`config.mk`:
```
export PLATFORM = sky130hd
export DESIGN_NAME = adaptive_rtt_estimator_core_flat
export DESIGN_NICKNAME = d
export VERILOG_FILES = /design/src/rttest_pkg.sv /design/src/rttest_intf.sv /design/src/adaptive_rtt_estimator_core.sv /design/src/flat_wrapper.sv
export SDC_FILE = /design/constraint.sdc
export NUM_CORES = 2
export LEC_CHECK = 0
export ABC_AREA = 1
export BUFFER_PORTS_ARGS = -buffer_cell sky130_fd_sc_hd__buf_2
export CAP_MARGIN = 20
export CORE_MARGIN = 2
export CORE_UTILIZATION = 47
export CTS_BUF_LIST = sky130_fd_sc_hd__clkbuf_4 sky130_fd_sc_hd__clkbuf_8 sky130_fd_sc_hd__clkbuf_16
export DETAILED_ROUTE_END_ITERATION = 7
export GPL_TIMING_DRIVEN = 0
export PLACE_DENSITY = 0.61
export SYNTH_ARGS = -nofsm -noshare
export SYNTH_HDL_FRONTEND = slang
export SYNTH_SLANG_ARGS = --single-unit
```
`constraint.sdc`:
```
create_clock -name clk_i -period 9 [get_ports clk_i]
set_clock_uncertainty 0.05 [all_clocks]
set_input_delay 0.45 -clock clk_i [delete_from_list [all_inputs] [get_ports clk_i]]
set_output_delay 0.45 -clock clk_i [all_outputs]
set_load 0.05 [all_outputs]
```
`src/rttest_pkg.sv`:
```
// Shared types and constants for the adaptive RTT estimator.
package rttest_pkg;

  localparam int unsigned TIME_WIDTH_DEF     = 32;
  localparam int unsigned GAIN_FRAC_BITS_DEF = 16;

  localparam int unsigned CFG_IDX_W = 2;

  localparam logic [CFG_IDX_W-1:0] CFG_SRTT_GAIN = 2'd0;
  localparam logic [CFG_IDX_W-1:0] CFG_VAR_GAIN  = 2'd1;
  localparam logic [CFG_IDX_W-1:0] CFG_ADAPT_EN  = 2'd2;

  localparam logic REQ_RESTART = 1'b1;

  typedef enum logic [6:0] {
    ST_IDLE = 7'b0000001,
    ST_PREP = 7'b0000010,
    ST_CHK  = 7'b0000100,
    ST_DIV  = 7'b0001000,
    ST_MUL  = 7'b0010000,
    ST_SEL  = 7'b0100000,
    ST_DONE = 7'b1000000
  } state_e;

  typedef enum logic [5:0] {
    PH_ALPHA  = 6'b000001,
    PH_BETA   = 6'b000010,
    PH_SRTT   = 6'b000100,
    PH_ERR    = 6'b001000,
    PH_VSTART = 6'b010000,
    PH_VAR    = 6'b100000
  } phase_e;

endpackage

```
`src/rttest_intf.sv`:
```
// Handshake channel interfaces for sample, result and configuration transactions.
interface rttest_in_if #(
  parameter int unsigned TW = rttest_pkg::TIME_WIDTH_DEF
);
  logic          valid;
  logic          ready;
  logic          req_type;
  logic [TW-1:0] rtt_sample_us;

  modport source (output valid, req_type, rtt_sample_us, input ready);
  modport sink   (input valid, req_type, rtt_sample_us, output ready);
endinterface

interface rttest_out_if #(
  parameter int unsigned TW = rttest_pkg::TIME_WIDTH_DEF,
  parameter int unsigned GF = rttest_pkg::GAIN_FRAC_BITS_DEF
);
  logic          valid;
  logic          ready;
  logic [TW-1:0] srtt_us;
  logic [TW-1:0] rttvar_us;
  logic [GF:0]   srtt_gain_used;
  logic [GF:0]   var_gain_used;
  logic          initialised;

  modport source (output valid, srtt_us, rttvar_us, srtt_gain_used, var_gain_used,
                  initialised, input ready);
  modport sink   (input valid, srtt_us, rttvar_us, srtt_gain_used, var_gain_used,
                  initialised, output ready);
endinterface

interface rttest_cfg_if #(
  parameter int unsigned GF = rttest_pkg::GAIN_FRAC_BITS_DEF
);
  logic                             valid;
  logic                             ready;
  logic [rttest_pkg::CFG_IDX_W-1:0] index;
  logic [GF:0]                      data;

  modport source (output valid, index, data, input ready);
  modport sink   (input valid, index, data, output ready);
endinterface

```
`src/adaptive_rtt_estimator_core.sv`:
```
// Adaptive Jacobson/Karels RTT estimator with bit-serial divider and multiplier.
// Restart or first sample goes straight to the output; fixed gains run the SRTT and RTTVAR
// multiplies; adaptive mode first divides and scales the gains, skipping the divide on saturation.
// Throughput: one transaction at a time; the next is taken once the result is in the
// output register. Set by the shared one-bit-per-cycle multiplier and the one-bit-per-cycle divider.
// Reset: asynchronous, active low; gains 0.125/0.25, adaptive mode on, estimator uninitialised.
module adaptive_rtt_estimator_core #(
  parameter int unsigned TIME_WIDTH     = rttest_pkg::TIME_WIDTH_DEF,
  parameter int unsigned GAIN_FRAC_BITS = rttest_pkg::GAIN_FRAC_BITS_DEF
) (
  input logic           clk_i,
  input logic           rst_ni,
  rttest_in_if.sink     smp_i,
  rttest_out_if.source  res_o,
  rttest_cfg_if.sink    cfg_i
);

  localparam int unsigned TW = TIME_WIDTH;
  localparam int unsigned GF = GAIN_FRAC_BITS;
  localparam int unsigned MW = (TW > GF + 2) ? TW : GF + 2;
  localparam int unsigned CW = $clog2(GF + 2);

  localparam logic [GF:0]   ONE_G = {1'b1, {GF{1'b0}}};
  localparam logic [MW-1:0] ONE_M = {{(MW-GF-1){1'b0}}, 1'b1, {GF{1'b0}}};
  localparam logic [CW-1:0] DIV_LAST = CW'(GF - 1);
  localparam logic [CW-1:0] MUL_LAST = CW'(GF);

  rttest_pkg::state_e st_q, st_d;
  rttest_pkg::phase_e ph_q, ph_d;

  logic [GF:0]   base_srtt_q, base_var_q;
  logic          adapt_q;
  logic [TW-1:0] srtt_q, srtt_d, var_q, var_d, prev_q, prev_d;
  logic          first_q, first_d;
  logic [TW-1:0] rtt_q, rtt_d, rem_q, rem_d, err_q, err_d;
  logic [GF:0]   alpha_q, alpha_d, beta_q, beta_d, k_q, k_d;
  logic          up_q, up_d;
  logic [MW-1:0] mul_hi_q, mul_hi_d, mul_d_q, mul_d_d;
  logic [GF:0]   mul_lo_q, mul_lo_d, mul_g_q, mul_g_d;
  logic [CW-1:0] cnt_q, cnt_d;

  logic          out_valid_q, out_valid_d;
  logic [TW-1:0] out_srtt_q, out_srtt_d, out_var_q, out_var_d;
  logic [GF:0]   out_alpha_q, out_alpha_d, out_beta_q, out_beta_d;
  logic          out_init_q, out_init_d;

  logic          in_fire;
  logic [GF:0]   a0, b0;
  logic [TW:0]   r2;
  logic          r2_ge;
  logic [MW:0]   mul_sum, mul_res;
  logic [TW-1:0] m_val, srtt_new, rtt_ad, err_ad;
  logic [TW-1:0] rtt_prev_ad;
  logic [GF:0]   kd_shift;

  assign smp_i.ready = (st_q == rttest_pkg::ST_IDLE);
  assign in_fire     = smp_i.valid && smp_i.ready;
  assign cfg_i.ready = 1'b1;

  assign res_o.valid          = out_valid_q;
  assign res_o.srtt_us        = out_srtt_q;
  assign res_o.rttvar_us      = out_var_q;
  assign res_o.srtt_gain_used = out_alpha_q;
  assign res_o.var_gain_used  = out_beta_q;
  assign res_o.initialised    = out_init_q;

  assign a0 = (base_srtt_q > ONE_G) ? ONE_G : base_srtt_q;
  assign b0 = (base_var_q > ONE_G) ? ONE_G : base_var_q;

  assign r2       = {rem_q, 1'b0};
  assign r2_ge    = (r2 >= {1'b0, prev_q});
  assign kd_shift = {k_q[GF-1:0], r2_ge};

  assign mul_sum = {1'b0, mul_hi_q} + (mul_g_q[0] ? {1'b0, mul_d_q} : '0);
  assign mul_res = {mul_hi_q, mul_lo_q[GF]};
  assign m_val   = mul_res[TW-1:0];

  assign srtt_new    = up_q ? srtt_q + m_val : srtt_q - m_val;
  assign rtt_ad      = (rtt_q >= srtt_q) ? rtt_q - srtt_q : srtt_q - rtt_q;
  assign err_ad      = (err_q >= var_q) ? err_q - var_q : var_q - err_q;
  assign rtt_prev_ad = (rtt_q >= prev_q) ? rtt_q - prev_q : prev_q - rtt_q;

  always_comb begin
    st_d     = st_q;
    ph_d     = ph_q;
    srtt_d   = srtt_q;
    var_d    = var_q;
    prev_d   = prev_q;
    first_d  = first_q;
    rtt_d    = rtt_q;
    rem_d    = rem_q;
    err_d    = err_q;
    alpha_d  = alpha_q;
    beta_d   = beta_q;
    k_d      = k_q;
    up_d     = up_q;
    mul_hi_d = mul_hi_q;
    mul_lo_d = mul_lo_q;
    mul_d_d  = mul_d_q;
    mul_g_d  = mul_g_q;
    cnt_d    = cnt_q;

    out_valid_d = out_valid_q;
    out_srtt_d  = out_srtt_q;
    out_var_d   = out_var_q;
    out_alpha_d = out_alpha_q;
    out_beta_d  = out_beta_q;
    out_init_d  = out_init_q;

    if (out_valid_q && res_o.ready) begin
      out_valid_d = 1'b0;
    end

    case (st_q)
      rttest_pkg::ST_IDLE: begin
        if (in_fire) begin
          rtt_d = smp_i.rtt_sample_us;
          if (smp_i.req_type == rttest_pkg::REQ_RESTART) begin
            srtt_d  = '0;
            var_d   = '0;
            prev_d  = '0;
            first_d = 1'b1;
            alpha_d = '0;
            beta_d  = '0;
            st_d    = rttest_pkg::ST_DONE;
          end else if (first_q) begin
            srtt_d  = smp_i.rtt_sample_us;
            var_d   = smp_i.rtt_sample_us >> 1;
            prev_d  = smp_i.rtt_sample_us;
            first_d = 1'b0;
            alpha_d = '0;
            beta_d  = '0;
            st_d    = rttest_pkg::ST_DONE;
          end else begin
            alpha_d = a0;
            beta_d  = b0;
            st_d    = rttest_pkg::ST_PREP;
          end
        end
      end
      rttest_pkg::ST_PREP: begin
        if (adapt_q && (prev_q != '0)) begin
          rem_d = rtt_prev_ad;
          st_d  = rttest_pkg::ST_CHK;
        end else begin
          mul_d_d  = MW'(rtt_ad);
          mul_g_d  = alpha_q;
          up_d     = (rtt_q >= srtt_q);
          mul_hi_d = '0;
          mul_lo_d = '0;
          cnt_d    = '0;
          ph_d     = rttest_pkg::PH_SRTT;
          st_d     = rttest_pkg::ST_MUL;
        end
      end
      rttest_pkg::ST_CHK: begin
        cnt_d = '0;
        if (rem_q >= prev_q) begin
          k_d      = ONE_G;
          mul_d_d  = {ONE_M[MW-2:0], 1'b0};
          mul_g_d  = alpha_q;
          mul_hi_d = '0;
          mul_lo_d = '0;
          ph_d     = rttest_pkg::PH_ALPHA;
          st_d     = rttest_pkg::ST_MUL;
        end else begin
          k_d  = '0;
          st_d = rttest_pkg::ST_DIV;
        end
      end
      rttest_pkg::ST_DIV: begin
        rem_d = r2_ge ? TW'(r2 - {1'b0, prev_q}) : r2[TW-1:0];
        k_d   = kd_shift;
        cnt_d = cnt_q + 1'b1;
        if (cnt_q == DIV_LAST) begin
          mul_d_d  = ONE_M + {{(MW-GF-1){1'b0}}, kd_shift};
          mul_g_d  = alpha_q;
          mul_hi_d = '0;
          mul_lo_d = '0;
          cnt_d    = '0;
          ph_d     = rttest_pkg::PH_ALPHA;
          st_d     = rttest_pkg::ST_MUL;
        end
      end
      rttest_pkg::ST_MUL: begin
        mul_hi_d = mul_sum[MW:1];
        mul_lo_d = {mul_sum[0], mul_lo_q[GF:1]};
        mul_g_d  = mul_g_q >> 1;
        cnt_d    = cnt_q + 1'b1;
        if (cnt_q == MUL_LAST) begin
          st_d = rttest_pkg::ST_SEL;
        end
      end
      rttest_pkg::ST_SEL: begin
        case (ph_q)
          rttest_pkg::PH_ALPHA: begin
            alpha_d  = (mul_res > {1'b0, ONE_M}) ? ONE_G : mul_res[GF:0];
            mul_d_d  = ONE_M - {{(MW-GF-1){1'b0}}, k_q};
            mul_g_d  = beta_q;
            mul_hi_d = '0;
            mul_lo_d = '0;
            cnt_d    = '0;
            ph_d     = rttest_pkg::PH_BETA;
            st_d     = rttest_pkg::ST_MUL;
          end
          rttest_pkg::PH_BETA: begin
            beta_d   = mul_res[GF:0];
            mul_d_d  = MW'(rtt_ad);
            mul_g_d  = alpha_q;
            up_d     = (rtt_q >= srtt_q);
            mul_hi_d = '0;
            mul_lo_d = '0;
            cnt_d    = '0;
            ph_d     = rttest_pkg::PH_SRTT;
            st_d     = rttest_pkg::ST_MUL;
          end
          rttest_pkg::PH_SRTT: begin
            srtt_d = srtt_new;
            ph_d   = rttest_pkg::PH_ERR;
          end
          rttest_pkg::PH_ERR: begin
            err_d = rtt_ad;
            ph_d  = rttest_pkg::PH_VSTART;
          end
          rttest_pkg::PH_VSTART: begin
            mul_d_d  = MW'(err_ad);
            mul_g_d  = beta_q;
            up_d     = (err_q >= var_q);
            mul_hi_d = '0;
            mul_lo_d = '0;
            cnt_d    = '0;
            ph_d     = rttest_pkg::PH_VAR;
            st_d     = rttest_pkg::ST_MUL;
          end
          rttest_pkg::PH_VAR: begin
            var_d  = up_q ? var_q + m_val : var_q - m_val;
            prev_d = rtt_q;
            st_d   = rttest_pkg::ST_DONE;
          end
          default: begin
            st_d = rttest_pkg::ST_IDLE;
          end
        endcase
      end
      rttest_pkg::ST_DONE: begin
        if (!out_valid_q || res_o.ready) begin
          out_valid_d = 1'b1;
          out_srtt_d  = srtt_q;
          out_var_d   = var_q;
          out_alpha_d = alpha_q;
          out_beta_d  = beta_q;
          out_init_d  = !first_q;
          st_d        = rttest_pkg::ST_IDLE;
        end
      end
      default: begin
        st_d = rttest_pkg::ST_IDLE;
      end
    endcase
  end

  always_ff @(posedge clk_i or negedge rst_ni) begin
    if (!rst_ni) begin
      st_q        <= rttest_pkg::ST_IDLE;
      ph_q        <= rttest_pkg::PH_ALPHA;
      base_srtt_q <= ONE_G >> 3;
      base_var_q  <= ONE_G >> 2;
      adapt_q     <= 1'b1;
      srtt_q      <= '0;
      var_q       <= '0;
      prev_q      <= '0;
      first_q     <= 1'b1;
      cnt_q       <= '0;
      out_valid_q <= 1'b0;
    end else begin
      st_q        <= st_d;
      ph_q        <= ph_d;
      srtt_q      <= srtt_d;
      var_q       <= var_d;
      prev_q      <= prev_d;
      first_q     <= first_d;
      cnt_q       <= cnt_d;
      out_valid_q <= out_valid_d;
      if (cfg_i.valid && cfg_i.ready) begin
        case (cfg_i.index)
          rttest_pkg::CFG_SRTT_GAIN: base_srtt_q <= cfg_i.data;
          rttest_pkg::CFG_VAR_GAIN:  base_var_q  <= cfg_i.data;
          rttest_pkg::CFG_ADAPT_EN:  adapt_q     <= cfg_i.data[0];
          default: ;
        endcase
      end
    end
  end

  always_ff @(posedge clk_i) begin
    rtt_q       <= rtt_d;
    rem_q       <= rem_d;
    err_q       <= err_d;
    alpha_q     <= alpha_d;
    beta_q      <= beta_d;
    k_q         <= k_d;
    up_q        <= up_d;
    mul_hi_q    <= mul_hi_d;
    mul_lo_q    <= mul_lo_d;
    mul_d_q     <= mul_d_d;
    mul_g_q     <= mul_g_d;
    out_srtt_q  <= out_srtt_d;
    out_var_q   <= out_var_d;
    out_alpha_q <= out_alpha_d;
    out_beta_q  <= out_beta_d;
    out_init_q  <= out_init_d;
  end

endmodule

```
`src/flat_wrapper.sv`:
```
// flat-port wrapper written by rule: the top's interface ports become plain ports
module adaptive_rtt_estimator_core_flat 
#(
  parameter int unsigned TIME_WIDTH     = rttest_pkg::TIME_WIDTH_DEF,
  parameter int unsigned GAIN_FRAC_BITS = rttest_pkg::GAIN_FRAC_BITS_DEF
)
  (clk_i, rst_ni, smp_i_valid, smp_i_req_type, smp_i_rtt_sample_us, smp_i_ready, res_o_valid, res_o_srtt_us, res_o_rttvar_us, res_o_srtt_gain_used, res_o_var_gain_used, res_o_initialised, res_o_ready, cfg_i_valid, cfg_i_index, cfg_i_data, cfg_i_ready);
  rttest_in_if smp_i_i ();
  rttest_out_if res_o_i ();
  rttest_cfg_if cfg_i_i ();
  input logic clk_i;
  input logic rst_ni;
  input wire logic [$bits(smp_i_i.valid)-1:0] smp_i_valid;
  input wire logic [$bits(smp_i_i.req_type)-1:0] smp_i_req_type;
  input wire logic [$bits(smp_i_i.rtt_sample_us)-1:0] smp_i_rtt_sample_us;
  output wire logic [$bits(smp_i_i.ready)-1:0] smp_i_ready;
  output wire logic [$bits(res_o_i.valid)-1:0] res_o_valid;
  output wire logic [$bits(res_o_i.srtt_us)-1:0] res_o_srtt_us;
  output wire logic [$bits(res_o_i.rttvar_us)-1:0] res_o_rttvar_us;
  output wire logic [$bits(res_o_i.srtt_gain_used)-1:0] res_o_srtt_gain_used;
  output wire logic [$bits(res_o_i.var_gain_used)-1:0] res_o_var_gain_used;
  output wire logic [$bits(res_o_i.initialised)-1:0] res_o_initialised;
  input wire logic [$bits(res_o_i.ready)-1:0] res_o_ready;
  input wire logic [$bits(cfg_i_i.valid)-1:0] cfg_i_valid;
  input wire logic [$bits(cfg_i_i.index)-1:0] cfg_i_index;
  input wire logic [$bits(cfg_i_i.data)-1:0] cfg_i_data;
  output wire logic [$bits(cfg_i_i.ready)-1:0] cfg_i_ready;
  assign smp_i_i.valid = smp_i_valid;
  assign smp_i_i.req_type = smp_i_req_type;
  assign smp_i_i.rtt_sample_us = smp_i_rtt_sample_us;
  assign smp_i_ready = smp_i_i.ready;
  assign res_o_valid = res_o_i.valid;
  assign res_o_srtt_us = res_o_i.srtt_us;
  assign res_o_rttvar_us = res_o_i.rttvar_us;
  assign res_o_srtt_gain_used = res_o_i.srtt_gain_used;
  assign res_o_var_gain_used = res_o_i.var_gain_used;
  assign res_o_initialised = res_o_i.initialised;
  assign res_o_i.ready = res_o_ready;
  assign cfg_i_i.valid = cfg_i_valid;
  assign cfg_i_i.index = cfg_i_index;
  assign cfg_i_i.data = cfg_i_data;
  assign cfg_i_ready = cfg_i_i.ready;
  adaptive_rtt_estimator_core #(.TIME_WIDTH(TIME_WIDTH), .GAIN_FRAC_BITS(GAIN_FRAC_BITS)) u_core (.clk_i(clk_i), .rst_ni(rst_ni), .smp_i(smp_i_i), .res_o(res_o_i), .cfg_i(cfg_i_i));
endmodule
```
# Yosys cells after proc, flatten, opt, wreduce, memory -nomap -nowiden
# Cells that the tools add are included.
[word_totals]
ff_bits = 496
input_bits = 57
output_inout_bits = 102
wordCells = 202
[op_classes]
add_sub_neg = 15
magnitude_cmp = 8
n_eq_ne = 35
n_mux = 82
reduce_logical = 35
[op_table]
columns = ["cell", "count"]
rows = [
  ["32-bit 2-to-1 mux", 24],
  ["17-bit 2-to-1 mux", 19],
  ["32-bit subtractor", 9],
  ["32-bit case mux with 2 select lines", 4],
  ["17-bit case mux with 5 select lines", 2],
  ["32-bit case mux with 5 select lines", 1],
  ["17-bit case mux with 2 select lines", 4],
  ["32-bit >= comparator", 4],
  ["32-bit case mux with 4 select lines", 1],
  ["32-bit case mux with 3 select lines", 1],
  ["32-bit adder", 2],
  ["7-bit case mux with 7 select lines", 1],
  ["7-bit 2-to-1 mux", 6],
  ["17-bit > comparator, second input constant", 2],
  ["32-bit by 33-bit adder with 33-bit output", 1],
  ["33-bit by 32-bit >= comparator with 1-bit output", 1],
  ["33-bit by 17-bit > comparator with 1-bit output, second input constant", 1],
  ["32-bit nonzero test", 1],
  ["6-bit case mux with 5 select lines", 1],
  ["5-bit 2-to-1 mux", 5],
  ["5-bit case mux with 5 select lines", 1],
  ["5-bit AND reduction", 5],
  ["6-bit case mux with 4 select lines", 1],
  ["7-bit case mux with 3 select lines", 1],
  ["42 further kinds", 77],
]

# Logic depth before layout (Yosys ltp)
[depth]
ltp_word = 6
ltp_mapped = 24
mapped_depth_nobuf = 24

# Least setup slack after synthesis
# Ideal clock, no wire load.
[synth_path]
path_type = "register to register"
from = "reg u_core.st_q[1]"
to = "reg u_core.out_init_q, in the netlist u_core.res_o.initialised, enable pin"
setup_ns = 0.558
t_arrival_ns = 4.982
t_required_ns = 8.392
slack_ns = 3.411
path_stages_with_launch = 6
path_buffers = 0
synth_period_minus_slack_ns = 5.589
path_cell_list = "dfrtp_1 > nor2_1 > inv_2 > nor2_4 > nand3_1 > nor2_1"
[synth_between]
elab_chain_cells = 2
[synth_rtl]
columns = ["item", "line_no", "source"]
rows = [
  ["start, declared", "adaptive_rtt_estimator_core.sv:28", "rttest_pkg::state_e st_q, st_d;"],
  ["start signal, assigned", "adaptive_rtt_estimator_core.sv:264", "st_q <= rttest_pkg::ST_IDLE;"],
  ["start signal, assigned", "adaptive_rtt_estimator_core.sv:276", "st_q <= st_d;"],
  ["7-bit == test", "adaptive_rtt_estimator_core.sv:114", "case (st_q)"],
  ["2-bit AND reduction (no line)", "n/a", ""],
  ["end signal, assigned", "adaptive_rtt_estimator_core.sv:311", "out_init_q <= out_init_d;"],
  ["end, declared", "adaptive_rtt_estimator_core.sv:45", "logic out_init_q, out_init_d;"],
]
# Every way passes these cells.
# A chain may end at the register's enable or synchronous reset.

# Worst setup path after layout
[layout_path]
from = "reg u_core.mul_lo_q[16]"
to = "reg u_core.srtt_q[31]"
[layout_between]
elab_chain_cells = 4
[layout_rtl]
columns = ["item", "line_no", "source"]
rows = [
  ["start, declared", "adaptive_rtt_estimator_core.sv:39", "logic [GF:0] mul_lo_q, mul_lo_d, mul_g_q, mul_g_d;"],
  ["start signal, assigned", "adaptive_rtt_estimator_core.sv:304", "mul_lo_q <= mul_lo_d;"],
  ["32-bit subtractor or 32-bit adder (tied branches)", "adaptive_rtt_estimator_core.sv:78", "assign srtt_new = up_q ? srtt_q + m_val : srtt_q - m_val;"],
  ["32-bit 2-to-1 mux *", "adaptive_rtt_estimator_core.sv:78", ""],
  ["32-bit 2-to-1 mux *", "adaptive_rtt_estimator_core.sv:195", "case (ph_q)"],
  ["32-bit case mux with 2 select lines *", "adaptive_rtt_estimator_core.sv:114", ""],
  ["end signal, assigned", "adaptive_rtt_estimator_core.sv:278", "srtt_q <= srtt_d;"],
  ["end, declared", "adaptive_rtt_estimator_core.sv:33", "logic [TW-1:0] srtt_q, srtt_d, var_q, var_d, prev_q, prev_d;"],
]
# Every way passes the cells marked *; elsewhere a longest branch is shown, timed or not. The select of a mux whose other input is x is not followed.

==> results.yml <==
outcome:
  outcome: "finished, final reports clean"
worst_hold_path:
  min_path_cells: 3
  hold_class: "input port to flip-flop"
synthesis:
  ys_ff_latch: 480
  synthCells: 6378
  avgSynthCellArea_um2: 6.798
  async_flop_share_pct: 31.46
  synth-edff-count: 329
  yosysSeqAreaShare_pct: 31.52
  ys.flop_type: "edfxtp_1"
  synth.distinct_cells: 63
  synth_top_area_share_pct: 22.79
  ys_top_cells_by_area: "edfxtp_1, nand2_1, ha_1"
  yosysWarnings: 0
  synth.largest_area_cell: "edfxtp_1"
  synth_nets: 6798
  syn_area_mm2: 0.04336
clock_tree:
  clk_pin_slew_ns: 0.08
  clockBufferDepth: 3
  htreeDepth: 2
  cts-buffers-inserted: 55
  clock_latency_ns: 0.69
  hold_buffers: 37
  post_cts_resized: 0
  root_buffer: "clkbuf_16"
  clock-sinks: 480
  cts_tree: "built"
  cts_setup_buffers: 0
floorplanning:
  core.rowCount: 111
  die_h_um: 307.7
  die_w_um: 307.7
  start_util_pct: 47.37
  dieArea_mm2: 0.09469
  coreArea_mm2: 0.09152
  io_pins: 159
sta:
  max_freq_ghz: 0.1944
  worst_slack_ns: 3.857
  rsz0062_at_grt: "false"
  tightest_slew_ns: 1.349
  whs_ns: 0.02471
  min_period_ns: 5.143
  slew_headroom_pct: 9.452
  fin_crit_sh_pct: 57.15
  setup_tns_ns: 0
  hold_viol: 0
  final-setup-viol-count: 0
  report.final.slew_viol_count: 0
critical_path:
  critPathCaptureType: "flip-flop"
  reg2regPathDepth: 23
  critPathRequiredTime_ns: 9.55
  cp-start-kind: "flip-flop"
  cp_max_fo: 5
  crit_type: "flip-flop to flip-flop"
  worstPathArrival_ns: 5.69
layout:
  finalCoreUtilization_pct: 52.77
  layout.nets: 7061
  drive_above_1_share_pct: 6.908
  fin_area_mm2: 0.04830
  final_cell_mix: "nand2_1, inv_1, nor2_1"
  final_cell_count_no_fill: 7891
  syn_to_final_growth_pct: 11.39
  num-fill-cells: 9315
  layout_commonest_cell: "nand2_1"
drt:
  post_drt_via_cell_ratio: 5.775
  drc_errors: 0
  wl_per_cell_um: 24.00
  wl_mm: 189.4
  routed-via-count: 45574
  first_pass_iters: 6
  ant_nets: 0
  first_iter_violations: 5291
power_and_ir_drop:
  leakage_nw: 24.00
  power_density_mw_per_mm2: 372.7
  peakVddDrop_mv: 0.3009
  finalPower_mw: 18.00
place:
  portBuffers: 157
  dpl_worst_slack_ns: 4.132
  placed_area_mm2: 0.04586
  detailed_place_hpwl_mm: 157.6
  place_inst: 7731
  gp_congestion: 1.085
global_route:
  grt_pass1_wl_mm: 272.5
  grt_usage_pct: 39.22
  grt_max_degree: 84
  antenna_found_initial: 15
  overflow: 0
  grt_pass1_vias: 41427
job:
  max_cap_violations: 0
[metal layers]
| metal | global-route usage, % | part of all wire (%) |
|---|---|---|
| met5 | 0 | 0.046 |
| met4 | 17.22 | 4.8 |
| met3 | 10.77 | 12 |
| met1 | 54.24 | 42 |
| met2 | 57.02 | 41 |
[synthesized netlist by cell type, types with 17 or more instances]
cell and instances:
o21ai_0 305, a21boi_0 21, nor4_1 18, nand2_1 2033, o21a_1 26, o21bai_1 35
ha_1 353, clkbuf_2 28, clkbuf_1 46, buf_2 56, inv_1 981, nor2_1 465
a21o_1 23, o211ai_1 40, a21oi_1 431, nand4_1 72, nor3_1 45, a22oi_1 48
o21ai_1 36, xor2_1 134, nand3_1 432, nand3b_1 53, edfxtp_1 329, dfrtp_1 145
nand2_2 17, xnor2_1 34
[final timing paths]
path,from,endpoint,slack [ns]
max in group asynchronous,rst_ni,u_core.var_q[24],7.68
min,cfg_i_data[15],u_core.base_var_q[15],0.02
max reg2reg,u_core.mul_lo_q[16],u_core.srtt_q[31],3.86
max,u_core.mul_lo_q[16],u_core.srtt_q[31],3.86
min reg2reg,u_core.beta_q[8],u_core.res_o.var_gain_used[8],0.40
min in group asynchronous,rst_ni,u_core.base_srtt_q[9],0.29
[logic make-up (layout without fill, tap and decap cells)]
| logic type | count (synthesis) | after routing | synth area share [%] |
|---|---|---|---|
| AO/OA/AOI/OAI | 1020 | 1020 | 13.26 |
| flip-flops | 480 | 480 | 31.52 |
| XOR/XNOR | 168 | 168 | 3.394 |
| other | 1 | 18 | 0.008649 |
| buffers and inverters | 1156 | 1466 | 10.52 |
| adder cells (fa/ha/maj) | 363 | 363 | 10.65 |
| AND/OR/NAND/NOR | 3188 | 3188 | 30.60 |
| multiplexers | 2 | 2 | 0.04618 |
[critical path, stage by stage, from the launching register on]
cell      delay [ns]
edfxtp_1        0.56
inv_1           0.15
ha_1            0.18
nand3_1         0.10
nor2_1          0.09
nand2_1         0.08
nor2_1          0.23
nand4_1         0.27
nor3_1          0.34
nand2_1         0.14
nand2_1         0.11
xor2_1          0.92
ha_1            0.46
a21oi_1         0.24
o21ai_0         0.17
a21oi_1         0.22
nor2_1          0.06
nor2_1          0.14
nand2_1         0.07
nand2_1         0.08
nand2_1         0.06
nand2_1         0.05
nand3_1         0.08
a21boi_0        0.20
[sequential cells by signal, indices dropped and copies added (netlist names), 5 cells and up]
| signal | cells |
|---|---|
| u_core.beta_q | 17 |
| u_core.var_q | 32 |
| u_core.res_o.rttvar_us | 32 |
| u_core.base_var_q | 17 |
| u_core.prev_q | 32 |
| u_core.mul_hi_q | 32 |
| u_core.err_q | 32 |
| u_core.res_o.var_gain_used | 17 |
| u_core.srtt_q | 32 |
| u_core.alpha_q | 17 |
| u_core.rem_q | 32 |
| u_core.mul_g_q | 17 |
| u_core.cnt_q | 5 |
| u_core.res_o.srtt_gain_used | 17 |
| u_core.res_o.srtt_us | 32 |
| u_core.st_q | 7 |
| u_core.rtt_q | 32 |
| u_core.mul_d_q | 32 |
| u_core.base_srtt_q | 17 |
| u_core.k_q | 17 |
| u_core.ph_q | 6 |
[power breakdown]
part           switching (mW)  internal [mW]
clock                    1.07           1.45
sequential              0.748           3.18
combinational            8.30           3.25
total                    10.1           7.88
[final cells by class]
class,count,area (µm²),area share (%)
Multi-Input combinational cell,4742,25160,52.10
Timing Repair Buffer,206,1379,2.855
Clock inverter,42,564.3,1.168
Tap cell,1186,1484,3.073
Inverter,998,3749,7.762
Sequential cell,480,13670,28.30
Antenna cell,17,42.54,0.08808
Clock buffer,62,1435,2.972
Buffer,158,814.5,1.687
No activity file was read; power rests on OpenSTA's default activity.
